[src/rtl/steq_ram.sv]
// generic single port write, single read port ram with registered read
module steq_ram #(
	parameter int unsigned WIDTH = 8,
	parameter int unsigned DEPTH = 16
) (
	input  logic                     clk,
	input  logic                     we,
	input  logic [$clog2(DEPTH)-1:0] waddr,
	input  logic [WIDTH-1:0]         wdata,
	input  logic [$clog2(DEPTH)-1:0] raddr,
	output logic [WIDTH-1:0]         rdata
);
	logic [WIDTH-1:0] mem [DEPTH];

	always_ff @(posedge clk) begin
		if (we) begin
			mem[waddr] <= wdata;
		end
		rdata <= mem[raddr];
	end
endmodule

[config.mk]
export PLATFORM = sky130hd
export DESIGN_NAME = steq_ram
export DESIGN_NICKNAME = d
export VERILOG_FILES = /design/src/rtl/steq_ram.sv
export SDC_FILE = /design/constraint.sdc
export NUM_CORES = 1
export LEC_CHECK = 0
export BUFFER_PORTS_ARGS = -buffer_cell sky130_fd_sc_hd__buf_2
export CORE_MARGIN = 3
export CORE_UTILIZATION = 60
export CTS_CLUSTER_SIZE = 28
export DETAILED_ROUTE_END_ITERATION = 6
export HOLD_SLACK_MARGIN = 0.1
export PLACE_DENSITY = 0.74
export REMOVE_ABC_BUFFERS = 1
export SYNTH_ARGS = -nofsm -noshare
export SYNTH_HDL_FRONTEND = slang
export SYNTH_SLANG_ARGS = --single-unit
[constraint.sdc]
create_clock -name clk -period 1.95 [get_ports clk]
set_clock_uncertainty 0.1 [all_clocks]
set_input_delay 0 -clock clk [delete_from_list [all_inputs] [get_ports clk]]
set_output_delay 0 -clock clk [all_outputs]
set_load 0.005 [all_outputs]
==> results.py <==
metrics = {
    "logic_synthesis": {
        "ys_seq_elements": 136,
        "netlist_area_um2": 5150,
        "synth_warnings": 0,
        "syn_area_per_cell_um2": 22.5,
        "syn_inst": 229,
        "synth_cell_types": 19,
        "yosysSeqAreaShare_pct": 77.8,
    },
    "setup_path": {
        "path_max_fanout": 8,
        "worst_setup_path_end_kind": "flop",
        "worstPathArrival_ns": 1.83,
        "worstSetupPathType": "in -> reg",
        "worstPathRequired_ns": 2.05,
        "rrSetupSlack_ns": 0.42,
        "start_kind": "input pin",
    },
    "floorplan": {
        "start_util_pct": 62.3,
        "core_area_um2": 8260,
        "die_w_um": 98.6,
        "ios": 26,
        "dieArea_um2": 9730,
        "rows": 33,
        "dieHeight_um": 98.6,
    },
    "final_layout": {
        "fillers": 428,
        "mostFrequentLayoutCells": "128 x edfxtp_1, 25 x buf_2, 18 x mux4_2, 18 x dlygate4sd3_1",
        "multiInputGateArea_um2": 1060,
        "syn_to_final_growth_pct": 23.2,
        "register_area_um2": 4000,
        "drive_gt1_share_pct": 30.1,
        "antennaDiodeCount": 0,
        "final_nets": 317,
        "layout_commonest_cell": "edfxtp_1",
    },
    "cts": {
        "cts_num_sinks": 136,
        "cts_buffer_depth": 2,
        "cts_tree": "done",
        "cts_setup_buffers": 0,
        "path_clk_slew_ns": 0.06,
        "root_buffer": "clkbuf_8",
        "numCtsBuffers": 17,
        "clock_latency_ns": 0.50,
        "h-tree-depth": 4,
    },
    "placement": {
        "portBuffers": 25,
        "post-dp-hpwl_mm": 5.77,
        "place_congestion": 0.710,
    },
    "flow_run": {
        "drv_cap": 0,
    },
    "power": {
        "ir_worst_vdd_v": 0.000653,
        "power.density_nw_per_um2": 1130,
        "power_mw": 7.15,
        "leakage_nw": 2.20,
    },
    "global_routing": {
        "track_usage_pct": 22.8,
        "grt-ovfl-total": 0,
        "grt_max_degree": 33,
        "grt_pass1_wl_mm": 15.7,
        "grt_pass1_vias": 2682,
        "grt_antenna_before_repair": 0,
    },
    "sta": {
        "worst_pin_slew_ns": 0.805,
        "fmax_ghz": 0.577,
        "post-route-period-util_pct": 88.8,
        "rsz0062_at_grt": "false",
        "relSlewSlack_pct": 46.2,
        "tns_ns": 0,
        "finalSetupViolCount": 0,
        "fin_crit_ns": 1.73,
        "hold_viol": 0,
        "slew_viol_final": 0,
    },
    "routing": {
        "routed_wl_mm": 9.85,
        "drc": 0,
        "vias": 2538,
        "viasPerCell": 6.09,
        "detail_route.wl_per_cell_um": 23.6,
        "drt_pass1_iterations": 4,
        "drt-initial-drc-count": 205,
        "postRouteAntennaNets": 0,
    },
    "status": {
        "status": "completed",
    },
    "min_path": {
        "hp-class": "in -> reg",
    },
}
-- final timing paths --
| check | from | end | cells past startpoint |
|---|---|---|---|
| max reg2reg | mem[1][0]$_DFFE_PP_ | rdata[0]$_DFF_P_ | 3 |
| max | waddr[2] | mem[8][3]$_DFFE_PP_ | 6 |
| min reg2reg | mem[11][4]$_DFFE_PP_ | rdata[4]$_DFF_P_ | 3 |
| min | raddr[0] | rdata[4]$_DFF_P_ | 5 |
-- kinds of logic after synthesis --
logic type / share of synthesized area [%]
AOI/OAI and AO/OA: 2.33
buffers and inverters: 1.68
DFF: 77.8
muxes: 15.0
and+or+nand+nor: 3.18
-- routing by layer --
layer  share of wire [%]  global-route usage [%]  vias up
li1                    -                       -     1112
met1                  40                    33.6     1307
met2                  51                    34.0      107
met3                 7.3                    5.45       12
met4                 1.3                    8.72        0
met5                   0                       0        -
-- sequential cells by signal, summed over array words and instances (netlist names) --
register	flops
mem	128
rdata	8
-- layout make-up --
type / instances / area share (%)
clock buffers: 20 / 7.03
multi-input cells: 83 / 16.7
well taps: 105 / 2.07
clock inverters: 12 / 3.51
repair buffers: 61 / 7.52
flip-flops and latches: 136 / 63.2
-- where the power goes --
part / internal (mW) / switching [mW] / leakage, nW
Clock: 2.40 / 1.14 / 0.321
Combinational: 0.154 / 0.170 / 0.652
Sequential: 3.27 / 0.0205 / 1.22
Total: 5.82 / 1.33 / 2.20
-- timing repair --
action | 4_1_cts | 5_1_grt
hold endpoints to repair | 264 | 0
endpoints found under the setup margin | 0 | 32
resized for setup | 0 | 4
hold buffers | 20 | 0
-- per-stage QoR --
step                util, %  instance area, µm²  setup slack [ns]  hold WS [ns]  cells
floorplan                 -                5060             0.357      -0.00113    219
global placement       66.3                5480             0.375         0.277    367
detailed placement     66.3                5480             0.360         0.289    367
CTS                    76.8                6350            0.0265         0.173    419
global route           76.8                6340            0.0781         0.223    417
finish                 76.8                6340             0.218         0.184    417
-- synth_stat cells (all sizes together) --
library cell / n / area, µm²
a22oi: 16 / 120
and2: 1 / 6.26
and2b: 1 / 7.51
buf: 7 / 56.3
clkdlybuf4s25: 3 / 30.0
dfxtp: 8 / 160
edfxtp: 128 / 3840
mux4: 32 / 773
nand2: 9 / 33.8
nand2b: 2 / 12.5
nand3: 1 / 5.00
nand3b: 2 / 15.0
nor2: 13 / 48.8
nor2b: 1 / 6.26
nor3: 4 / 20.0
or3b: 1 / 8.76
-- worst max-delay path, cell delays in order --
cell	delay, ns
dlygate4sd3_1	0.53
buf_2	0.14
nand3b_1	0.14
dlygate4sd3_1	0.61
nor3_1	0.18
buf_4	0.24
Note: power is estimated with default switching activity, not from simulation.
